File: config.mk
export PLATFORM = sky130hd
export DESIGN_NAME = epoch_seconds_to_calendar_unit_flat
export DESIGN_NICKNAME = d
export VERILOG_FILES = /design/src/hw/rtl/estc_pkg.sv /design/src/hw/rtl/estc_intf.sv /design/src/hw/rtl/estc_datapath.sv /design/src/hw/rtl/estc_ctrl.sv /design/src/hw/rtl/epoch_seconds_to_calendar_unit.sv /design/src/flat_wrapper.sv
export SDC_FILE = /design/constraint.sdc
export NUM_CORES = 1
export LEC_CHECK = 0
export ABC_AREA = 1
export BUFFER_PORTS_ARGS = -buffer_cell sky130_fd_sc_hd__buf_4
export CORE_AREA = 2 2 143 145
export CTS_BUF_LIST = sky130_fd_sc_hd__clkbuf_4 sky130_fd_sc_hd__clkbuf_8 sky130_fd_sc_hd__clkbuf_16
export DETAILED_ROUTE_END_ITERATION = 16
export DIE_AREA = 0 0 145 147
export PLACE_DENSITY = 0.77
export SLEW_MARGIN = 20
export SYNTH_ARGS = -nofsm -noshare
export SYNTH_HDL_FRONTEND = slang
export SYNTH_HIERARCHICAL = 1
export SYNTH_SLANG_ARGS = --single-unit
File: constraint.sdc
create_clock -name clk -period 4.8 [get_ports clk]
set_input_delay 0.48 -clock clk [delete_from_list [all_inputs] [get_ports clk]]
set_output_delay 0.48 -clock clk [all_outputs]
set_load 0.01 [all_outputs]
File: src/hw/rtl/estc_pkg.sv
// Package for the epoch seconds to calendar unit.
// Holds controller states, datapath phases, command/status structs and calendar constants.
// No dependencies.
`timescale 1ns / 1ps
`default_nettype none

package estc_pkg;

    localparam int REM_W = 33;

    typedef enum logic [2:0] {
        S_IDLE,
        S_YEAR,
        S_MONTH,
        S_DAY,
        S_HOUR,
        S_MIN,
        S_HOLD
    } state_t;

    typedef enum logic [2:0] {
        PH_YEAR,
        PH_MONTH,
        PH_DAY,
        PH_HOUR,
        PH_MIN
    } phase_t;

    typedef struct packed {
        logic   load;
        logic   step;
        logic   capture;
        phase_t phase;
    } cmd_t;

    typedef struct packed {
        logic less;
        logic mon_last;
    } status_t;

    localparam logic [REM_W-1:0] SECS_LEAP_YEAR   = 33'd31622400;
    localparam logic [REM_W-1:0] SECS_COMMON_YEAR = 33'd31536000;
    localparam logic [REM_W-1:0] SECS_PER_DAY     = 33'd86400;
    localparam logic [REM_W-1:0] SECS_PER_HOUR    = 33'd3600;
    localparam logic [REM_W-1:0] SECS_PER_MIN     = 33'd60;

    localparam logic [21:0] SECS_31_DAYS = 22'd2678400;
    localparam logic [21:0] SECS_30_DAYS = 22'd2592000;
    localparam logic [21:0] SECS_29_DAYS = 22'd2505600;
    localparam logic [21:0] SECS_28_DAYS = 22'd2419200;

    localparam logic [11:0] EPOCH_YEAR  = 12'd1970;
    // 1970 mod 4, mod 100, mod 400
    localparam logic [1:0]  MOD4_INIT   = 2'd2;
    localparam logic [6:0]  MOD100_INIT = 7'd70;
    localparam logic [8:0]  MOD400_INIT = 9'd370;
    localparam logic [6:0]  MOD100_LAST = 7'd99;
    localparam logic [8:0]  MOD400_LAST = 9'd399;

    localparam logic [3:0]  MONTH_FEB   = 4'd1;
    localparam logic [3:0]  MONTH_LAST  = 4'd11;

    // Month length in seconds, month index from 0
    function automatic logic [21:0] month_secs(input logic [3:0] mon, input logic leap);
        logic [21:0] secs;
        unique case (mon) inside
            4'd0, 4'd2, 4'd4, 4'd6, 4'd7, 4'd9, 4'd11: secs = SECS_31_DAYS;
            4'd3, 4'd5, 4'd8, 4'd10:                    secs = SECS_30_DAYS;
            MONTH_FEB:                                  secs = leap ? SECS_29_DAYS
                                                                    : SECS_28_DAYS;
            default:                                    secs = SECS_31_DAYS;
        endcase
        return secs;
    endfunction

endpackage

`default_nettype wire

File: src/hw/rtl/estc_intf.sv
// Valid/ready channel interfaces of the epoch seconds to calendar unit.
// Request, result and configuration channels; no dependencies.
`timescale 1ns / 1ps
`default_nettype none

interface estc_req_if;
    logic        valid;
    logic        ready;
    logic [31:0] epoch_seconds;

    modport source (output valid, output epoch_seconds, input ready);
    modport sink   (input valid, input epoch_seconds, output ready);
endinterface

interface estc_rsp_if;
    logic        valid;
    logic        ready;
    logic [11:0] year;
    logic [3:0]  month;
    logic [4:0]  day;
    logic [4:0]  hour;
    logic [5:0]  minute;
    logic [5:0]  second;

    modport source (output valid, output year, output month, output day, output hour,
                    output minute, output second, input ready);
    modport sink   (input valid, input year, input month, input day, input hour,
                    input minute, input second, output ready);
endinterface

interface estc_cfg_if;
    logic               valid;
    logic               ready;
    logic signed [17:0] zone_offset_seconds;

    modport source (output valid, output zone_offset_seconds, input ready);
    modport sink   (input valid, input zone_offset_seconds, output ready);
endinterface

`default_nettype wire

File: src/hw/rtl/estc_datapath.sv
// Datapath: zone offset register, remainder register with one shared
// subtract/compare unit, year/month/day/hour/minute counters, result register.
// Depends on estc_pkg.
`timescale 1ns / 1ps
`default_nettype none

module estc_datapath (
    input  wire logic               clk,
    input  wire logic               rst_n,
    input  wire logic               cfg_we,
    input  wire logic signed [17:0] cfg_data,
    input  wire logic [31:0]        epoch_seconds,
    input  wire estc_pkg::cmd_t     cmd,
    output estc_pkg::status_t       status,
    output logic [11:0]             year,
    output logic [3:0]              month,
    output logic [4:0]              day,
    output logic [4:0]              hour,
    output logic [5:0]              minute,
    output logic [5:0]              second
);
    import estc_pkg::*;

    logic signed [17:0] zone_reg;
    logic [REM_W-1:0]   rem_reg;
    logic [11:0]        year_reg;
    logic [1:0]         mod4_reg;
    logic [6:0]         mod100_reg;
    logic [8:0]         mod400_reg;
    logic [3:0]         mon_reg;
    logic [4:0]         day_reg;
    logic [4:0]         hour_reg;
    logic [5:0]         min_reg;

    logic [11:0]        year_out_reg;
    logic [3:0]         month_out_reg;
    logic [4:0]         day_out_reg;
    logic [4:0]         hour_out_reg;
    logic [5:0]         min_out_reg;
    logic [5:0]         sec_out_reg;

    logic [REM_W:0]     local_sum;
    logic [REM_W-1:0]   local_clamped;
    logic [REM_W-1:0]   sub;
    logic               leap;

    always_ff @(posedge clk or negedge rst_n)
    begin
        if (!rst_n)
        begin
            zone_reg <= '0;
        end
        else if (cfg_we)
        begin
            zone_reg <= cfg_data;
        end
    end

    // 34-bit signed sum; top bit set means negative local time
    assign local_sum     = {2'b00, epoch_seconds} + {{16{zone_reg[17]}}, zone_reg};
    assign local_clamped = local_sum[REM_W] ? '0 : local_sum[REM_W-1:0];

    assign leap = ((mod4_reg == 2'd0) && (mod100_reg != 7'd0)) || (mod400_reg == 9'd0);

    always_comb
    begin
        case (cmd.phase)
            PH_YEAR:  sub = leap ? SECS_LEAP_YEAR : SECS_COMMON_YEAR;
            PH_MONTH: sub = {11'd0, month_secs(mon_reg, leap)};
            PH_DAY:   sub = SECS_PER_DAY;
            PH_HOUR:  sub = SECS_PER_HOUR;
            default:  sub = SECS_PER_MIN;
        endcase
    end

    assign status.less     = rem_reg < sub;
    assign status.mon_last = mon_reg == MONTH_LAST;

    always_ff @(posedge clk)
    begin
        if (cmd.load)
        begin
            rem_reg    <= local_clamped;
            year_reg   <= EPOCH_YEAR;
            mod4_reg   <= MOD4_INIT;
            mod100_reg <= MOD100_INIT;
            mod400_reg <= MOD400_INIT;
            mon_reg    <= '0;
            day_reg    <= '0;
            hour_reg   <= '0;
            min_reg    <= '0;
        end
        else if (cmd.step)
        begin
            rem_reg <= rem_reg - sub;
            case (cmd.phase)
                PH_YEAR:
                begin
                    year_reg   <= year_reg + 12'd1;
                    mod4_reg   <= mod4_reg + 2'd1;
                    mod100_reg <= (mod100_reg == MOD100_LAST) ? 7'd0 : mod100_reg + 7'd1;
                    mod400_reg <= (mod400_reg == MOD400_LAST) ? 9'd0 : mod400_reg + 9'd1;
                end
                PH_MONTH: mon_reg  <= mon_reg + 4'd1;
                PH_DAY:   day_reg  <= day_reg + 5'd1;
                PH_HOUR:  hour_reg <= hour_reg + 5'd1;
                default:  min_reg  <= min_reg + 6'd1;
            endcase
        end
    end

    // result register: holds while the result waits downstream
    always_ff @(posedge clk)
    begin
        if (cmd.capture)
        begin
            year_out_reg  <= year_reg;
            month_out_reg <= mon_reg + 4'd1;
            day_out_reg   <= day_reg + 5'd1;
            hour_out_reg  <= hour_reg;
            min_out_reg   <= min_reg;
            sec_out_reg   <= rem_reg[5:0];
        end
    end

    assign year   = year_out_reg;
    assign month  = month_out_reg;
    assign day    = day_out_reg;
    assign hour   = hour_out_reg;
    assign minute = min_out_reg;
    assign second = sec_out_reg;

    a_sec_range: assert property (@(posedge clk) disable iff (!rst_n)
        cmd.capture |-> (rem_reg < SECS_PER_MIN))
        else $error("remainder not below one minute at capture");

    a_step_shrinks: assert property (@(posedge clk) disable iff (!rst_n)
        cmd.step |=> (rem_reg < $past(rem_reg)))
        else $error("step did not reduce remainder");

    a_field_range: assert property (@(posedge clk) disable iff (!rst_n)
        cmd.capture |-> ((mon_reg <= MONTH_LAST) && (hour_reg <= 5'd23) && (min_reg <= 6'd59)))
        else $error("calendar field out of range at capture");

endmodule

`default_nettype wire

File: src/hw/rtl/estc_ctrl.sv
// Controller: sequences load, year/month/day/hour/minute subtraction phases
// and result capture; owns the result valid flag. Depends on estc_pkg.
`timescale 1ns / 1ps
`default_nettype none

module estc_ctrl (
    input  wire logic              clk,
    input  wire logic              rst_n,
    input  wire logic              req_valid,
    output logic                   req_ready,
    output logic                   rsp_valid,
    input  wire logic              rsp_ready,
    input  wire estc_pkg::status_t status,
    output estc_pkg::cmd_t         cmd
);
    import estc_pkg::*;

    state_t state_reg;
    state_t state_next;
    logic   rsp_valid_reg;
    logic   rsp_valid_next;
    logic   slot_free;

    assign slot_free = !rsp_valid_reg || rsp_ready;

    always_ff @(posedge clk or negedge rst_n)
    begin
        if (!rst_n)
        begin
            state_reg     <= S_IDLE;
            rsp_valid_reg <= 1'b0;
        end
        else
        begin
            state_reg     <= state_next;
            rsp_valid_reg <= rsp_valid_next;
        end
    end

    always_comb
    begin
        state_next  = state_reg;
        req_ready   = 1'b0;
        cmd.load    = 1'b0;
        cmd.step    = 1'b0;
        cmd.capture = 1'b0;
        cmd.phase   = PH_MIN;
        unique case (state_reg)
            S_IDLE:
            begin
                req_ready = 1'b1;
                if (req_valid)
                begin
                    cmd.load   = 1'b1;
                    state_next = S_YEAR;
                end
            end
            S_YEAR:
            begin
                cmd.phase = PH_YEAR;
                if (status.less) state_next = S_MONTH;
                else             cmd.step   = 1'b1;
            end
            S_MONTH:
            begin
                cmd.phase = PH_MONTH;
                if (status.less || status.mon_last) state_next = S_DAY;
                else                                cmd.step   = 1'b1;
            end
            S_DAY:
            begin
                cmd.phase = PH_DAY;
                if (status.less) state_next = S_HOUR;
                else             cmd.step   = 1'b1;
            end
            S_HOUR:
            begin
                cmd.phase = PH_HOUR;
                if (status.less) state_next = S_MIN;
                else             cmd.step   = 1'b1;
            end
            S_MIN:
            begin
                cmd.phase = PH_MIN;
                if (status.less) state_next = S_HOLD;
                else             cmd.step   = 1'b1;
            end
            S_HOLD:
            begin
                if (slot_free)
                begin
                    cmd.capture = 1'b1;
                    state_next  = S_IDLE;
                end
            end
            default: state_next = S_IDLE;
        endcase

        if (cmd.capture)                rsp_valid_next = 1'b1;
        else if (rsp_valid_reg && rsp_ready) rsp_valid_next = 1'b0;
        else                            rsp_valid_next = rsp_valid_reg;
    end

    assign rsp_valid = rsp_valid_reg;

endmodule

`default_nettype wire

File: src/hw/rtl/epoch_seconds_to_calendar_unit.sv
// The remainder is reduced step by step: whole years (up to 136), whole months (up to 11), days
// (up to 30), hours (up to 23) and minutes (up to 59), by the one subtract/compare unit that
// takes one step per cycle.
// A new request is taken while the result register waits, and a finished result holds the
// controller until that register frees.
// Reset (rst_n, async, active low): controller idle, no result pending, zone offset zero.
// Top level of the epoch seconds to calendar unit; uses estc_pkg, estc_intf, estc_ctrl,
// estc_datapath.
`timescale 1ns / 1ps
`default_nettype none

module epoch_seconds_to_calendar_unit (
    input  wire logic  clk,
    input  wire logic  rst_n,
    estc_req_if.sink   request,
    estc_rsp_if.source result,
    estc_cfg_if.sink   cfg
);
    import estc_pkg::*;

    cmd_t    cmd;
    status_t status;

    // The zone offset write never stalls; the user must write only while idle, the block does not enforce it.
    assign cfg.ready = 1'b1;

    // Controller: walks the phases year -> month -> day -> hour -> minute,
    // one subtraction per cycle, then captures into the result register.
    estc_ctrl u_ctrl (
        .clk       (clk),
        .rst_n     (rst_n),
        .req_valid (request.valid),
        .req_ready (request.ready),
        .rsp_valid (result.valid),
        .rsp_ready (result.ready),
        .status    (status),
        .cmd       (cmd)
    );

    // Datapath: local time = epoch + offset, clamped at zero; the remainder is
    // reduced by year, month, day, hour and minute lengths; what is left is seconds.
    estc_datapath u_datapath (
        .clk           (clk),
        .rst_n         (rst_n),
        .cfg_we        (cfg.valid),
        .cfg_data      (cfg.zone_offset_seconds),
        .epoch_seconds (request.epoch_seconds),
        .cmd           (cmd),
        .status        (status),
        .year          (result.year),
        .month         (result.month),
        .day           (result.day),
        .hour          (result.hour),
        .minute        (result.minute),
        .second        (result.second)
    );

endmodule

`default_nettype wire
File: src/flat_wrapper.sv
// flat-port wrapper written by rule: the top's interface ports become plain ports
module epoch_seconds_to_calendar_unit_flat import estc_pkg::*;
  (clk, rst_n, request_valid, request_epoch_seconds, request_ready, result_valid, result_year, result_month, result_day, result_hour, result_minute, result_second, result_ready, cfg_valid, cfg_zone_offset_seconds, cfg_ready);
  estc_req_if request_i ();
  estc_rsp_if result_i ();
  estc_cfg_if cfg_i ();
  input  wire logic clk;
  input  wire logic rst_n;
  input wire logic [$bits(request_i.valid)-1:0] request_valid;
  input wire logic [$bits(request_i.epoch_seconds)-1:0] request_epoch_seconds;
  output wire logic [$bits(request_i.ready)-1:0] request_ready;
  output wire logic [$bits(result_i.valid)-1:0] result_valid;
  output wire logic [$bits(result_i.year)-1:0] result_year;
  output wire logic [$bits(result_i.month)-1:0] result_month;
  output wire logic [$bits(result_i.day)-1:0] result_day;
  output wire logic [$bits(result_i.hour)-1:0] result_hour;
  output wire logic [$bits(result_i.minute)-1:0] result_minute;
  output wire logic [$bits(result_i.second)-1:0] result_second;
  input wire logic [$bits(result_i.ready)-1:0] result_ready;
  input wire logic [$bits(cfg_i.valid)-1:0] cfg_valid;
  input wire logic [$bits(cfg_i.zone_offset_seconds)-1:0] cfg_zone_offset_seconds;
  output wire logic [$bits(cfg_i.ready)-1:0] cfg_ready;
  assign request_i.valid = request_valid;
  assign request_i.epoch_seconds = request_epoch_seconds;
  assign request_ready = request_i.ready;
  assign result_valid = result_i.valid;
  assign result_year = result_i.year;
  assign result_month = result_i.month;
  assign result_day = result_i.day;
  assign result_hour = result_i.hour;
  assign result_minute = result_i.minute;
  assign result_second = result_i.second;
  assign result_i.ready = result_ready;
  assign cfg_i.valid = cfg_valid;
  assign cfg_i.zone_offset_seconds = cfg_zone_offset_seconds;
  assign cfg_ready = cfg_i.ready;
  epoch_seconds_to_calendar_unit u_core (.clk(clk), .rst_n(rst_n), .request(request_i), .result(result_i), .cfg(cfg_i));
endmodule
==> flow_summary_export.csv <==
group,metric,value,unit
sta,timing.final.crit_period,4420,ps
global_route,grt_max_degree,63,
global_route,vias_in_the_first_global_route,9458,
synthesis,synth_xor_xnor_area_share,0.0220,
global_route,grt_use_total,0.247,
synthesis,synthesis.instances,1499,
clock_network,clk_pin_slew_worst_paths,60,ps
setup_path,critPathMaxFanout,16,
power,power.leakage,6.07,nW
synthesis,synth.cell_area,0.0108,mm²
synthesis,synth_edf_count,71,
layout,n_antenna_cell,0,
synthesis,fraction_of_the_mapped_netlist_area_in_simple_logic_gates,0.344,
sta,timing_worst_slew_pin_value,970,ps
layout,largest_register_ff_count,33,
global_route,grt_first_pass_wirelength,43.2,mm
layout,layout_commonest_cell,"nand2_1",
synthesis,synthMuxAreaShare,0.0167,
layout,mostFrequentLayoutCells,"nand2_1, inv_1, nor2_1, buf_4, nand3_1",
placement,dp.final_hpwl,20.1,mm
drt,vias,9805,
synthesis,synth_area_leader_cell,"edfxtp_1",
clock_network,cts.root.buffer_cell,"clkbuf_16",
global_route,initial_antenna_violation_count,0,
floorplanning,core_region_area,0.0198,mm²
clock_network,tritoncts,"yes",
setup_path,timing.critical_path.slowest_stage_cell,"dfrtp_1",
drt,dr.first_iter.drc_count,606,
sta,timing.hold.ws,245,ps
layout,post_route_cells_drive_above_1_share,0.167,
floorplanning,die-width,145,µm
power,cell_pwr_density,667,mW/mm²
floorplanning,die-area,0.0213,mm²
layout,post-route-util,0.626,
drt,detail_route.vias_per_cell,5.20,
setup_path,cpMostUsedCell,"nand2_1",
synthesis,combinational_family_with_the_most_area_after_synthesis,"simple AND/OR/NAND/NOR gates",
setup_path,critical_path_arrival,4740,ps
drt,totalWireLength,25.6,mm
setup_path,timing.setup.critical_path_class,"flip-flop to flip-flop",
synthesis,area_share_of_the_largest_cell_type_after_synthesis,0.198,
sta,finClkSkew,16.3,ps
layout,area.growth.synth_to_final,15.4,%
drt,detail_route.first_pass.iterations,7,
setup_path,worst_setup_path_startpoint,"u_core/u_ctrl/state_reg[2]$_DFFE_PN0P_",
synthesis,post_synth_num_cell_types,51,
power,report.power.total,0.00829,W
drt,antenna_left,0,
synthesis,seq_area_frac_synth,0.342,
layout,final_nets,1726,
setup_path,worstReg2RegStart,"u_core/u_ctrl/state_reg[2]$_DFFE_PN0P_",
global_route,grt.overflow.total,0,
synthesis,async_reset_ff_frac,0.154,
clock_network,insertion_delay,430,ps
placement,place_congestion,0.948,
floorplanning,pin_count,96,
synthesis,ys_seq_elements,143,
floorplanning,core.rowCount,52,
run_status,status,"finished clean",
sta,max_freq,0.226,GHz
clock_network,ctsHtreeMaxLevel,4,
setup_path,critical_path_required,5110,ps
setup_path,critical_path.endpoint_type,"flip-flop",
sta,timing.final.hold_violations,0,
synthesis,netlist_top_cells_area,"edfxtp_1, nand2_1, dfxtp_1, inv_1, ha_1",
floorplanning,floorplan.initialDensity,0.542,
setup_path,timing.rr.end,"u_core/u_datapath/year_reg[11]$_SDFFE_PP0P_",
synthesis,postSynth.topFlopCell,"edfxtp_1",
drt,drc,0,
sta,drv_slew,0,
sta,maxSlewHeadroom,0.352,
flow_run,timing.max_cap.violations,0,
clock_network,ctsLongestPathBuffers,2,
setup_path,worstSetupEndpoint,"u_core/u_datapath/year_reg[11]$_SDFFE_PP0P_",
sta,final.setup.tns,0,ps
clock_network,tritoncts.num_buffers,17,
power,peakVddDrop,0.000396,V
sta,finalSetupViolCount,0,
synthesis,warnings_synthesis,6,
drt,wl_per_cell,13.6,µm
hold_path,hold_class,"input port to flip-flop",
synthesis,syn_avg_cell_area,7.18,µm²
synthesis,synth_adder_area_share,0.0816,
synthesis,synth_compound_area_frac,0.0905,
setup_path,timing.critical_path.from_type,"flip-flop",
setup_path,reg2regPathDepth,29,
setup_path,critical_path_s_largest_stage_delay,440,ps
synthesis,net_count_after_synthesis,1623,
setup_path,rrSetupSlack,380,ps
floorplanning,fp.dieH,147,µm
placement,numPortBuffers,94,
clock_network,clock-sinks,143,
sta,layout_worst_path_cycle_share,0.921,
cell type report:
type                       count  area [µm²]
timing repair buffer         106         811
sequential                   143        3680
multi-input combinational   1086        6050
clock buffer                  19         464
clock inverter                13         149
tap                          270         338
inverter                     248         931
fill                        1796        7420
timing repair:
| item | 4_1_cts | 5_1_grt |
|---|---|---|
| endpoints found under the setup margin | 1 | 73 |
| hold buffers | 1 | 0 |
| setup buffers | 0 | 2 |
| resized for setup | 1 | 16 |
| endpoints found under the hold margin | 22 | 0 |
| pin swaps | 0 | 1 |
critical path, delay by kind of cell (launching register included):
| kind | cells | cell delay, ps |
|---|---|---|
| AO/OA/AOI/OAI | 5 | 620 |
| adder cells (fa/ha/maj) | 1 | 360 |
| buffers and inverters | 4 | 430 |
| flip-flops | 1 | 440 |
| AND/OR/NAND/NOR | 19 | 2410 |
per-layer routing:
layer  GRT usage  up-vias  share of wire
met4       0.113        0          0.038
li1            -     5052              -
met5           0        -              0
met3      0.0317       72          0.043
met2       0.445      263           0.49
met1       0.296     4418           0.43
how the worst min path moves through the flow:
stage,start,to,slack (ps),cells past startpoint
5_1_grt,result_ready,u_core/u_ctrl/rsp_valid$_DFFE_PN0P_,250,2
2_1_floorplan,rst_n,u_core/u_ctrl/rsp_valid$_DFFE_PN0P_,180,0
3_5_place_dp,rst_n,u_core/u_datapath/zone_reg[17]$_DFFE_PN0P_,400,1
4_1_cts,result_ready,u_core/u_ctrl/rsp_valid$_DFFE_PN0P_,240,2
3_3_place_gp,rst_n,u_core/u_datapath/zone_reg[16]$_DFFE_PN0P_,390,1
6_report,result_ready,u_core/u_ctrl/rsp_valid$_DFFE_PN0P_,240,2
cells by family (layout without fill, tap and decap cells):
| family | Yosys count | after routing |
|---|---|---|
| AND/OR/NAND/NOR | 796 | 796 |
| buffers and inverters | 270 | 386 |
| AO/OA/AOI/OAI | 177 | 177 |
| flip-flops | 143 | 143 |
| adder cells (fa/ha/maj) | 69 | 69 |
| XOR/XNOR | 27 | 27 |
| multiplexers | 16 | 16 |
| other | 1 | 1 |
stage by stage:
stage          std cells  setup slack (ps)  instance area [µm²]
2_1_floorplan       1499               198                10800
3_3_place_gp        1850               339                11700
3_5_place_dp        1850              98.6                11700
4_1_cts             1883              48.8                12300
5_1_grt             1885             -30.1                12400
6_report            1885               379                12400
cells in the mapped netlist (3+ instances only):
cell	instances
nor4_1	3
o21ai_1	5
dfrtp_1	22
nand3_1	87
and2_1	3
a211oi_1	4
nand3b_1	9
nand3_2	32
clkbuf_1	10
edfxtp_1	71
nand2_4	8
buf_12	3
o21a_1	5
nor2_4	8
nor3_2	4
o21bai_1	9
nor3_1	30
mux2_2	16
buf_4	3
and3_1	3
or2_2	10
inv_2	11
a21oi_1	85
xor2_1	25
inv_1	235
nor2_2	7
nor3b_1	4
nand4_1	18
o21ai_0	58
nand2_1	421
nand2_2	18
ha_1	67
buf_6	4
nor2_1	128
dfxtp_1	50
where the power goes:
group	switching [W]	leakage [nW]	internal [W]
combinational	0.00322	4.43	0.00165
clock	0.000545	0.306	0.000821
sequential	0.000220	1.34	0.00182
(Power assumes the default switching activity.)
